[src/design/bsd_pkg.sv]
// Shared types, status codes and the character decode table for the Base64
// stream decoder. Used by every module of the block; depends on nothing.
`timescale 1ns / 1ps

package bsd_pkg;

   localparam logic [1:0] STATUS_DATA    = 2'd0;
   localparam logic [1:0] STATUS_BAD_CHR = 2'd1;
   localparam logic [1:0] STATUS_BAD_PAD = 2'd2;
   localparam logic [1:0] STATUS_BAD_LEN = 2'd3;

   // Sextet codes above the alphabet
   localparam logic [6:0] SX_BAD = 7'd64;
   localparam logic [6:0] SX_PAD = 7'd65;

   localparam int QUEUE_DEPTH = 4;
   localparam int QUEUE_AW    = $clog2(QUEUE_DEPTH);

   // One queued job: up to three bytes, or one error result
   typedef struct packed {
      logic [23:0] triple;
      logic [1:0]  count;    // 1..3 results
      logic [1:0]  status;
      logic        fin;      // message ends with this job
   } job_type;

   function automatic logic [6:0] sextet_of(input logic [7:0] c);
      logic [6:0] sx;
      sx = SX_BAD;
      if (c inside {[8'd65 : 8'd90]}) begin
         sx = 7'(c - 8'd65);
      end else if (c inside {[8'd97 : 8'd122]}) begin
         sx = 7'(c - 8'd71);
      end else if (c inside {[8'd48 : 8'd57]}) begin
         sx = 7'(c + 8'd4);
      end else if (c == 8'd43) begin
         sx = 7'd62;
      end else if (c == 8'd47) begin
         sx = 7'd63;
      end else if (c == 8'd61) begin
         sx = SX_PAD;
      end
      return sx;
   endfunction

endpackage

[src/design/base64_stream_decoder.sv]
// Top level of the Base64 stream decoder: front end, job queue, back end.
// Depends on bsd_pkg, bsd_front, bsd_queue and bsd_back.
//
//   channel  dir  tdata            tuser                     tlast
//   req_     in   [7:0] char_code  -                         final_char
//   rsp_     out  [7:0] data_byte  [1:0] status, [2] run_end message_end
//
// One character accepted per cycle while the four-entry job queue has room.
// Each full group or error becomes one job; the back end sends one result word
// per cycle while the output is accepted, so a three-byte group gives three words.
// A job is registered in the queue entry and then in the output register.
// Reset (synchronous) clears group state, queue pointers and fill count, and output valid.
`timescale 1ns / 1ps

module base64_stream_decoder (
   input  logic       clock,
   input  logic       reset,
   input  logic       req_tvalid,
   output logic       req_tready,
   input  logic [7:0] req_tdata,   // [7:0] char_code
   input  logic       req_tlast,   // final_char
   output logic       rsp_tvalid,
   input  logic       rsp_tready,
   output logic [7:0] rsp_tdata,   // [7:0] data_byte
   output logic [2:0] rsp_tuser,   // [1:0] status, [2] run_end
   output logic       rsp_tlast    // message_end
);

   logic             accept;
   logic             job_push;
   bsd_pkg::job_type job;
   logic             full;
   logic             head_valid;
   bsd_pkg::job_type head_job;
   logic             pop;

   assign req_tready = !full;
   assign accept     = req_tvalid && req_tready;

   bsd_front u_front (
      .clock      (clock),
      .reset      (reset),
      .accept     (accept),
      .char_code  (req_tdata),
      .final_char (req_tlast),
      .job_push   (job_push),
      .job        (job)
   );

   bsd_queue u_queue (
      .clock      (clock),
      .reset      (reset),
      .push       (job_push),
      .push_job   (job),
      .pop        (pop),
      .full       (full),
      .head_valid (head_valid),
      .head_job   (head_job)
   );

   bsd_back u_back (
      .clock           (clock),
      .reset           (reset),
      .head_valid      (head_valid),
      .head_job        (head_job),
      .pop             (pop),
      .rsp_tvalid      (rsp_tvalid),
      .rsp_tready      (rsp_tready),
      .rsp_data_byte   (rsp_tdata),
      .rsp_status      (rsp_tuser[1:0]),
      .rsp_run_end     (rsp_tuser[2]),
      .rsp_message_end (rsp_tlast)
   );

endmodule

[src/design/bsd_front.sv]
// Front end of the Base64 stream decoder: accepts characters, tracks the
// group position and held sextets, and issues byte or error jobs. Uses bsd_pkg.
`timescale 1ns / 1ps

module bsd_front (
   input  logic             clock,
   input  logic             reset,
   input  logic             accept,
   input  logic [7:0]       char_code,
   input  logic             final_char,
   output logic             job_push,
   output bsd_pkg::job_type job
);

   logic [1:0]  slot_ff,     slot_in;
   logic [17:0] held_ff,     held_in;
   logic        two_pad_ff,  two_pad_in;
   logic        dropping_ff, dropping_in;

   logic [6:0] sx;
   logic       is_bad, is_pad;

   always_comb begin
      sx     = bsd_pkg::sextet_of(char_code);
      is_bad = (sx == bsd_pkg::SX_BAD);
      is_pad = (sx == bsd_pkg::SX_PAD);

      slot_in     = slot_ff;
      held_in     = held_ff;
      two_pad_in  = two_pad_ff;
      dropping_in = dropping_ff;
      job_push    = 1'b0;
      job.triple  = 24'd0;
      job.count   = 2'd1;
      job.status  = bsd_pkg::STATUS_DATA;
      job.fin     = 1'b1;

      if (dropping_ff) begin
         if (final_char) begin
            dropping_in = 1'b0;
            slot_in     = 2'd0;
            held_in     = 18'd0;
            two_pad_in  = 1'b0;
         end
      end else begin
         if (is_bad) begin
            job_push   = 1'b1;
            job.status = bsd_pkg::STATUS_BAD_CHR;
         end else if (slot_ff < 2'd2) begin
            if (is_pad) begin
               job_push   = 1'b1;
               job.status = bsd_pkg::STATUS_BAD_PAD;
            end else if (final_char) begin
               job_push   = 1'b1;
               job.status = bsd_pkg::STATUS_BAD_LEN;
            end else begin
               held_in = {held_ff[11:0], sx[5:0]};
               slot_in = slot_ff + 2'd1;
            end
         end else if (slot_ff == 2'd2) begin
            if (final_char) begin
               job_push   = 1'b1;
               job.status = bsd_pkg::STATUS_BAD_LEN;
            end else begin
               two_pad_in = is_pad;
               held_in    = {held_ff[11:0], (is_pad ? 6'd0 : sx[5:0])};
               slot_in    = 2'd3;
            end
         end else begin
            if ((two_pad_ff && !is_pad) || (is_pad && !final_char)) begin
               job_push   = 1'b1;
               job.status = bsd_pkg::STATUS_BAD_PAD;
            end else begin
               job_push   = 1'b1;
               job.triple = {held_ff, (is_pad ? 6'd0 : sx[5:0])};
               job.count  = two_pad_ff ? 2'd1 : (is_pad ? 2'd2 : 2'd3);
               job.fin    = final_char;
            end
         end

         // Any job ends the group; an error also drops the rest of the message
         if (job_push) begin
            slot_in    = 2'd0;
            held_in    = 18'd0;
            two_pad_in = 1'b0;
            if (job.status != bsd_pkg::STATUS_DATA) begin
               dropping_in = !final_char;
            end
         end
      end

      job_push = job_push && accept;
   end

   always_ff @(posedge clock) begin
      if (reset) begin
         slot_ff     <= 2'd0;
         held_ff     <= 18'd0;
         two_pad_ff  <= 1'b0;
         dropping_ff <= 1'b0;
      end else if (accept) begin
         slot_ff     <= slot_in;
         held_ff     <= held_in;
         two_pad_ff  <= two_pad_in;
         dropping_ff <= dropping_in;
      end
   end

endmodule

[src/design/bsd_queue.sv]
// Short job queue between front and back end of the Base64 stream decoder.
// Register-based FIFO of bsd_pkg::job_type entries; uses bsd_pkg.
`timescale 1ns / 1ps

module bsd_queue (
   input  logic             clock,
   input  logic             reset,
   input  logic             push,
   input  bsd_pkg::job_type push_job,
   input  logic             pop,
   output logic             full,
   output logic             head_valid,
   output bsd_pkg::job_type head_job
);

   bsd_pkg::job_type entry_ff [bsd_pkg::QUEUE_DEPTH];

   logic [bsd_pkg::QUEUE_AW-1:0] wr_ptr_ff, wr_ptr_in;
   logic [bsd_pkg::QUEUE_AW-1:0] rd_ptr_ff, rd_ptr_in;
   logic [bsd_pkg::QUEUE_AW:0]   fill_ff,   fill_in;

   always_comb begin
      full       = (fill_ff == (bsd_pkg::QUEUE_AW+1)'(bsd_pkg::QUEUE_DEPTH));
      head_valid = (fill_ff != '0);
      head_job   = entry_ff[rd_ptr_ff];
      wr_ptr_in  = push ? wr_ptr_ff + 1'b1 : wr_ptr_ff;
      rd_ptr_in  = pop  ? rd_ptr_ff + 1'b1 : rd_ptr_ff;
      fill_in    = fill_ff;
      if (push && !pop) begin
         fill_in = fill_ff + 1'b1;
      end else if (pop && !push) begin
         fill_in = fill_ff - 1'b1;
      end
   end

   always_ff @(posedge clock) begin
      if (push) begin
         entry_ff[wr_ptr_ff] <= push_job;
      end
   end

   always_ff @(posedge clock) begin
      if (reset) begin
         wr_ptr_ff <= '0;
         rd_ptr_ff <= '0;
         fill_ff   <= '0;
      end else begin
         wr_ptr_ff <= wr_ptr_in;
         rd_ptr_ff <= rd_ptr_in;
         fill_ff   <= fill_in;
      end
   end

endmodule

[src/design/bsd_back.sv]
// Back end of the Base64 stream decoder: splits each queued job into result
// words and holds them in an output register. Uses bsd_pkg.
`timescale 1ns / 1ps

module bsd_back (
   input  logic             clock,
   input  logic             reset,
   input  logic             head_valid,
   input  bsd_pkg::job_type head_job,
   output logic             pop,
   output logic             rsp_tvalid,
   input  logic             rsp_tready,
   output logic [7:0]       rsp_data_byte,
   output logic [1:0]       rsp_status,
   output logic             rsp_run_end,
   output logic             rsp_message_end
);

   logic [1:0] idx_ff, idx_in;
   logic       valid_ff, valid_in;
   logic [7:0] byte_ff, byte_in;
   logic [1:0] status_ff;
   logic       run_end_ff, run_end_in;
   logic       msg_end_ff;
   logic       load;

   always_comb begin
      load       = head_valid && (!valid_ff || rsp_tready);
      run_end_in = (idx_ff == head_job.count - 2'd1);
      pop        = load && run_end_in;
      case (idx_ff)
         2'd0:    byte_in = head_job.triple[23:16];
         2'd1:    byte_in = head_job.triple[15:8];
         default: byte_in = head_job.triple[7:0];
      endcase
      idx_in = idx_ff;
      if (load) begin
         idx_in = run_end_in ? 2'd0 : idx_ff + 2'd1;
      end
      valid_in = load ? 1'b1 : (rsp_tready ? 1'b0 : valid_ff);
   end

   always_ff @(posedge clock) begin
      if (reset) begin
         idx_ff   <= 2'd0;
         valid_ff <= 1'b0;
      end else begin
         idx_ff   <= idx_in;
         valid_ff <= valid_in;
      end
   end

   always_ff @(posedge clock) begin
      if (load) begin
         byte_ff    <= byte_in;
         status_ff  <= head_job.status;
         run_end_ff <= run_end_in;
         msg_end_ff <= run_end_in && head_job.fin;
      end
   end

   assign rsp_tvalid      = valid_ff;
   assign rsp_data_byte   = byte_ff;
   assign rsp_status      = status_ff;
   assign rsp_run_end     = run_end_ff;
   assign rsp_message_end = msg_end_ff;

endmodule
[config.mk]
export PLATFORM = sky130hd
export DESIGN_NAME = base64_stream_decoder
export DESIGN_NICKNAME = d
export VERILOG_FILES = /design/src/design/bsd_pkg.sv /design/src/design/base64_stream_decoder.sv /design/src/design/bsd_front.sv /design/src/design/bsd_queue.sv /design/src/design/bsd_back.sv
export SDC_FILE = /design/constraint.sdc
export NUM_CORES = 1
export LEC_CHECK = 0
export ABC_AREA = 1
export BUFFER_PORTS_ARGS = -buffer_cell sky130_fd_sc_hd__buf_2
export CAP_MARGIN = 25
export CORE_ASPECT_RATIO = 0.5
export CORE_UTILIZATION = 45
export CTS_CLUSTER_DIAMETER = 40
export CTS_CLUSTER_SIZE = 30
export DETAILED_ROUTE_END_ITERATION = 10
export PLACE_DENSITY_LB_ADDON = 0.25
export SYNTH_ARGS = -nofsm -noshare
export SYNTH_HDL_FRONTEND = slang
export SYNTH_SLANG_ARGS = --single-unit
[constraint.sdc]
create_clock -name clock -period 4.22 [get_ports clock]
set_clock_uncertainty 0.05 [all_clocks]
set_input_delay 0.844 -clock clock [delete_from_list [all_inputs] [get_ports clock]]
set_output_delay 0.844 -clock clock [all_outputs]
set_load 0.03 [all_outputs]
# --- Yosys cells after proc, flatten, opt, wreduce, memory -nomap -nowiden ---
# Memories as Yosys holds them, arrays and structs flattened. A register that Yosys moved wholly into a read port is not among the register bits.
# Index checks and enable logic that the tools add are counted.
word_totals:
  elab_cells: 145
  out_inout_bits: 14
  ramBits: 116
  ff_bits: 44
  memories: 1
op_classes:
  magnitude_cmp: 7
  muxes: 71
  n_eq_ne: 14
  addsub: 10
  reduce_logical: 29
memory_table:
  columns: ["memory", "words", "width", "rd", "rd_ports_with_merged_regs", "wr", "line_no", "source"]
  rows:
  - ["u_queue.entry_ff", 4, 29, 1, 1, 1, "bsd_queue.sv:16", "bsd_pkg::job_type entry_ff [bsd_pkg::QUEUE_DEPTH];"]
ops:
  columns: ["cell", "n"]
  rows:
  - ["18-bit 2-to-1 mux", 9]
  - ["26-bit 2-to-1 mux", 4]
  - ["2-bit 2-to-1 mux", 20]
  - ["7-bit 2-to-1 mux", 5]
  - ["29-bit 2-to-1 mux", 1]
  - ["1-bit 2-to-1 mux", 28]
  - ["8-bit by 6-bit equality test with 1-bit output (second input constant)", 3]
  - ["8-bit by 7-bit >= comparator with 1-bit output (second input constant)", 2]
  - ["8-bit by 7-bit less-or-equal comparator with 1-bit output (second input constant)", 2]
  - ["8-bit case mux with 2 select lines", 1]
  - ["7-bit equality test (second input constant)", 2]
  - ["7-bit subtractor (second input constant)", 2]
  - ["1-bit logical AND", 12]
  - ["6-bit AND reduction", 2]
  - ["2-bit by 1-bit adder with 2-bit output (second input constant)", 4]
  - ["8-bit by 6-bit >= comparator with 1-bit output (second input constant)", 1]
  - ["8-bit by 6-bit less-or-equal comparator with 1-bit output (second input constant)", 1]
  - ["7-bit by 3-bit adder with 7-bit output (second input constant)", 1]
  - ["1-bit zero test", 6]
  - ["3-bit 2-to-1 mux", 2]
  - ["6-bit 2-to-1 mux", 1]
  - ["3-bit by 2-bit inequality test with 1-bit output (second input constant)", 2]
  - ["2-bit nonzero test", 3]
  - ["3-bit nonzero test", 2]
  - ["other kinds (14)", 15]

# --- Logic depth before layout (Yosys ltp) ---
depth:
  word_depth: 20
  mapped_depth: 27
  depth_no_buf: 27

# --- Modules after synthesis ---
# A second synthesis with hierarchy kept.
hier_totals:
  hier_cells: 758
  area_unflattened_um2: 7742.4
by_module_without_submodules:
  columns: ["module", "seq_area_each_um2", "n_inst", "area_per_inst_um2", "cells_per_inst"]
  rows:
  - ["bsd_queue", 3663.5, 1, 5058.6, 340]
  - ["bsd_front", 440.4, 1, 1939.4, 341]
  - ["bsd_back", 420.4, 1, 730.7, 74]
  - ["base64_stream_decoder", 0.0, 1, 13.8, 3]

# --- Worst setup path after synthesis ---
# Ideal clock, no wire load.
synth_timing:
  kind: "input-to-reg"
  from: "input req_tdata[2]"
  to: "memory u_queue.entry_ff[0][0] in the netlist's numbering (enable)"
  path_slack_ns: -0.086
  t_required_ns: 3.755
  arrival_ns: 3.841
  n_path_buf: 1
  stages: 17
  path_cell_list: "buf_2 > inv_1 > ha_1 > nand2_1 > a21oi_2 > nand2_2 > nand2_2 > nand3_1 > a21oi_2 > nand2_2 > nor2_4 > nand2_4 > nand2_2 > nand2_4 > nand3_2 > nand3_2 > nor2_1"
synth_between:
  elab_chain_cells: 16
synth_lines:
  columns: ["element", "line_no", "source"]
  rows:
  - ["start: declaration", "base64_stream_decoder.sv:20", "input logic [7:0] req_tdata,"]
  - ["8-bit by 6-bit equality test with 1-bit output", "bsd_pkg.sv:40", "end else if (c == 8'd61) begin"]
  - ["1-bit 2-to-1 mux", "bsd_pkg.sv:40", null]
  - ["7-bit 2-to-1 mux", "bsd_pkg.sv:38", "end else if (c == 8'd47) begin"]
  - ["7-bit 2-to-1 mux", "bsd_pkg.sv:36", "end else if (c == 8'd43) begin"]
  - ["7-bit 2-to-1 mux", "bsd_pkg.sv:34", "end else if (c inside {[8'd48 : 8'd57]}) begin"]
  - ["7-bit 2-to-1 mux", "bsd_pkg.sv:32", "end else if (c inside {[8'd97 : 8'd122]}) begin"]
  - ["7-bit 2-to-1 mux (*)", "bsd_pkg.sv:30", "if (c inside {[8'd65 : 8'd90]}) begin"]
  - ["7-bit equality test", "bsd_front.sv:26", "is_pad = (sx == bsd_pkg::SX_PAD);"]
  - ["1-bit 2-to-1 mux", "bsd_front.sv:50", "if (is_pad) begin"]
  - ["1-bit 2-to-1 mux", "bsd_front.sv:49", "end else if (slot_ff < 2'd2) begin"]
  - ["1-bit 2-to-1 mux (*)", "bsd_front.sv:46", "if (is_bad) begin"]
  - ["1-bit 2-to-1 mux (*) (2 in a row)", "bsd_front.sv:38", "if (dropping_ff) begin"]
  - ["1-bit logical AND (*)", "bsd_front.sv:92", "job_push = job_push && accept;"]
  - ["1-bit 2-to-1 mux (*)", "bsd_queue.sv:37", "if (push) begin"]
  - ["1-bit 2-to-1 mux (implied by the code) (*)", "bsd_queue.sv:38", "entry_ff[wr_ptr_ff] <= push_job;"]
  - ["end: declaration", "bsd_queue.sv:16", null]
# Mark *: on every way between the ends. The rest lies on a longest branch, timed or not. The select of a mux whose other input is x is not followed.

# --- Final worst setup path ---
layout_timing:
  from: "input req_tdata[1]"
  to: "register u_queue.fill_ff[2] in the netlist's numbering"
layout_between:
  elab_chain_cells: 17
layout_lines:
  columns: ["element", "line_no", "source"]
  rows:
  - ["8-bit by 6-bit equality test with 1-bit output", "bsd_pkg.sv:40", null]
  - ["1-bit 2-to-1 mux", "bsd_pkg.sv:40", null]
  - ["7-bit 2-to-1 mux", "bsd_pkg.sv:38", null]
  - ["7-bit 2-to-1 mux", "bsd_pkg.sv:36", null]
  - ["7-bit 2-to-1 mux", "bsd_pkg.sv:34", null]
  - ["7-bit 2-to-1 mux", "bsd_pkg.sv:32", null]
  - ["7-bit 2-to-1 mux (*)", "bsd_pkg.sv:30", null]
  - ["7-bit equality test", "bsd_front.sv:26", null]
  - ["1-bit 2-to-1 mux", "bsd_front.sv:50", null]
  - ["1-bit 2-to-1 mux", "bsd_front.sv:49", null]
  - ["1-bit 2-to-1 mux (*)", "bsd_front.sv:46", null]
  - ["1-bit 2-to-1 mux (*) (2 in a row)", "bsd_front.sv:38", null]
  - ["1-bit logical AND (*)", "bsd_front.sv:92", null]
  - ["named net job_push", "base64_stream_decoder.sv:30", "logic job_push;"]
  - ["1-bit zero test", "bsd_queue.sv:31", "end else if (pop && !push) begin"]
  - ["1-bit logical AND", "bsd_queue.sv:31", null]
  - ["2-bit nonzero test (no source line)", null, null]
  - ["end signal: assignment", "bsd_queue.sv:50", "fill_ff <= fill_in;"]
  - ["end: declaration", "bsd_queue.sv:20", "logic [bsd_pkg::QUEUE_AW:0] fill_ff, fill_in;"]
# The timed path passes the listed nets; every way through them passes the cells marked *. The select of a mux whose other input is x is not followed.
# A chain may end at the register's enable or synchronous reset.

==> qor.txt <==
sort of element at the start of the critical path: primary input
residual overflow from global routing: 0
CTS max path bufs: 2
main flop type after synthesis: sky130_fd_sc_hd__edfxtp_1
Layout Cells excl Fill: 989
slowest stage cell, crit path: sky130_fd_sc_hd__fa_1
hold crit path type: register to register
Overall Global Routing Usage: 19.9%
R2R depth: 14
share of the yosys chip area belonging to registers: 61.3%
Tmin final: 3.57 ns
H-tree levels: 4
cell total after placement: 957
worst hold start: u_queue.rd_ptr_ff[1]
critical path type: primary input to register
Placement Rows: 32
Arr. time, crit path: 3.87 ns
fraction of layout instances using a drive strength above 1: 14.8%
total standard cell area after synthesis: 7380 sq um
Max Freq: 280 MHz
Final ANT Viol Nets: 0
final count of negative-setup-slack endpoints: 0
leakage dissipation: 3.17 nW
number of violations reported at the end of detailed-routing iteration 0: 407
placeable core region: 15700 sq um
unrepaired setup endpoints after global routing: false
TritonRoute pass-1 iters: 5
CTS tree: done
buffers inserted by post-CTS timing repair: 0
count of synthesis-stage warnings from yosys: 0
setup tns final: 0 ns
most used cell along the critical path: sky130_fd_sc_hd__nand2_1
average cell area after synthesis: 10.1 sq um
total design power: 4.53 mW
data required time of the worst path: 4.52 ns
area overhead of the layout relative to synthesis: 12.8%
cts bufs inserted: 17
wire length of the first global-routing pass: 25400 um
drt wl/cell: 15.8 um
Max Fanout on Critical Path: 7
share of the clock period used by the worst path: 84.6%
Power per Cell Area: 544 nW/um^2
most frequent cells in the layout: sky130_fd_sc_hd__edfxtp_1 (128), sky130_fd_sc_hd__nor2_1 (123), sky130_fd_sc_hd__nand2_1 (97), sky130_fd_sc_hd__o21ai_0 (72), sky130_fd_sc_hd__inv_1 (66)
kind of end point of the critical path: register
critical register-to-register path endpoint: u_queue.fill_ff[1]
# clock sinks: 162
area of the multi-input gates: 2460 sq um
most common cell after layout, fill and taps aside: sky130_fd_sc_hd__edfxtp_1
sequential cell area in the final layout: 4530 sq um
proportion of register bits with asynchronous set or reset after synthesis: 0%
Peak supply drop: 0.296 mV
end point of the worst hold path: u_queue.rd_ptr_ff[1]
largest net degree at the start of global routing: 57
count of instances resized after the clock tree is built: 0
via count: 5138
number of cells produced by synthesis: 728
total count of max-transition violations in the final report: 0
Cell variety after synth: 38
DR vias/cell: 5.20
height of the die: 92.6 um
clock latency on the worst-skew pair: 0.42 ns
total wirelength of the detailed-routed design: 15600 um
delay of the slowest cell on the worst path: 0.38 ns
placer's final routability congestion estimate: 0.885
Net Count, Synth: 757
worst hold slack after final layout: 0.432 ns
Initial Utilization: 47.0%
post-route DRC violation count: 0
status: completed
maxcap violations: 0
antenna cells: 0
worst slew pin tran: 0.711 ns
quantity of hold-fixing buffers added after cts: 0
setup slack at placement: 0.216 ns
number of enable flip-flop cells after synthesis: 128
final critical-path setup slack: 0.651 ns
x dimension of the die: 183 um
number of antenna violations at the first check in global routing: 0
final hold vios: 0
flip-flop and latch count after synthesis: 162
clk slew on worst S/H paths: 0.06 ns
net total in the final layout: 784
ports placed on the boundary: 27
HPWL Detailed: 9720 um
tightest slew margin relative to the limit: 52.6%
number of global-route vias before repair: 4843
Reg2Reg Setup Slack: 1.30 ns
cell depth of the worst hold path: 2
overall die area: 17000 sq um
PortBufs: 26
fillers: 1360
root buffer selected by CTS: sky130_fd_sc_hd__clkbuf_16
==> worst max-delay path: cells and delay by family <==
family,cells,cell delay [ns]
compound gates,2,0.20
fa+ha+maj,3,0.75
buf+inv,5,0.51
simple gates,17,1.57
==> Yosys cell counts (all sizes together) (2+ instances only) <==
master | n | area [sq um]
dfxtp | 34 | 681
nand3 | 43 | 230
xor2 | 7 | 61.3
edfxtp | 128 | 3840
a21oi | 21 | 128
nor2 | 137 | 578
xnor2 | 2 | 17.5
nand2 | 113 | 489
nand4 | 2 | 12.5
a22oi | 14 | 115
ha | 15 | 188
o22ai | 26 | 163
buf | 9 | 66.3
o21ai | 75 | 379
clkbuf | 22 | 82.6
o211ai | 2 | 15.0
inv | 71 | 267
==> cell type report <==
| cell class | count | area share [%] |
|---|---|---|
| Tap cell | 221 | 3.32 |
| Clock inverter | 13 | 1.05 |
| Multi-Input combinational cell | 464 | 29.5 |
| Inverter | 71 | 3.20 |
| Clock buffer | 19 | 5.20 |
| Sequential cell | 162 | 54.4 |
| Timing Repair Buffer | 39 | 3.34 |
==> through the flow <==
stage	utilization [%]	cell area (sq um)
global route	53.0	8330
floorplan	-	7380
finish	53.0	8330
CTS	53.0	8330
global placement	49.7	7800
detailed placement	49.7	7800
==> worst max-delay path by stage <==
stage	start	slack [ns]	to
after detailed placement	req_tdata[1]	0.22	u_queue.fill_ff[2]
after global placement	req_tdata[1]	0.31	u_queue.fill_ff[2]
after global routing	req_tdata[1]	0.31	u_queue.fill_ff[2]
after floorplan	req_tdata[2]	-0.09	u_queue.entry_ff[0][0]
after CTS	req_tdata[1]	0.65	u_queue.fill_ff[2]
final	req_tdata[1]	0.65	u_queue.fill_ff[2]
==> routing by layer <==
layer | up-vias | global-route usage [%] | part of all wire [%]
li1 | 2535 | - | -
met1 | 2445 | 28.1 | 49
met2 | 141 | 30.6 | 44
met3 | 17 | 4.95 | 6.1
met4 | 0 | 5.28 | 0.93
met5 | - | 0 | 0
==> kinds of logic (layout without fill, tap and decap cells) <==
| logic type | after synthesis | after routing | share of synthesized area [%] |
|---|---|---|---|
| adder cells (fa/ha/maj) | 16 | 16 | 2.81 |
| AND/OR/NAND/NOR | 296 | 296 | 17.8 |
| AO/OA/AOI/OAI | 143 | 143 | 11.4 |
| flip-flops | 162 | 162 | 61.3 |
| XOR/XNOR | 9 | 9 | 1.07 |
| buffers and inverters | 102 | 142 | 5.63 |
==> registers in the layout (all words and copies together) (netlist names), 2 cells and up, named ones only <==
| signal | flops |
|---|---|
| u_back.rsp_status | 2 |
| u_queue.entry_ff | 116 |
| u_back.idx_ff | 2 |
| u_front.held_ff | 18 |
| u_queue.fill_ff | 3 |
| u_queue.wr_ptr_ff | 2 |
| u_queue.rd_ptr_ff | 2 |
| u_front.slot_ff | 2 |
| u_back.rsp_data_byte | 8 |
==> report_power, final <==
group          internal [mW]  switching, mW  leakage, nW
combinational          0.341          0.840         1.41
clock                  0.748          0.605        0.245
sequential              1.93         0.0673         1.51
total                   3.02           1.51         3.17
(Power assumes the default switching activity.)
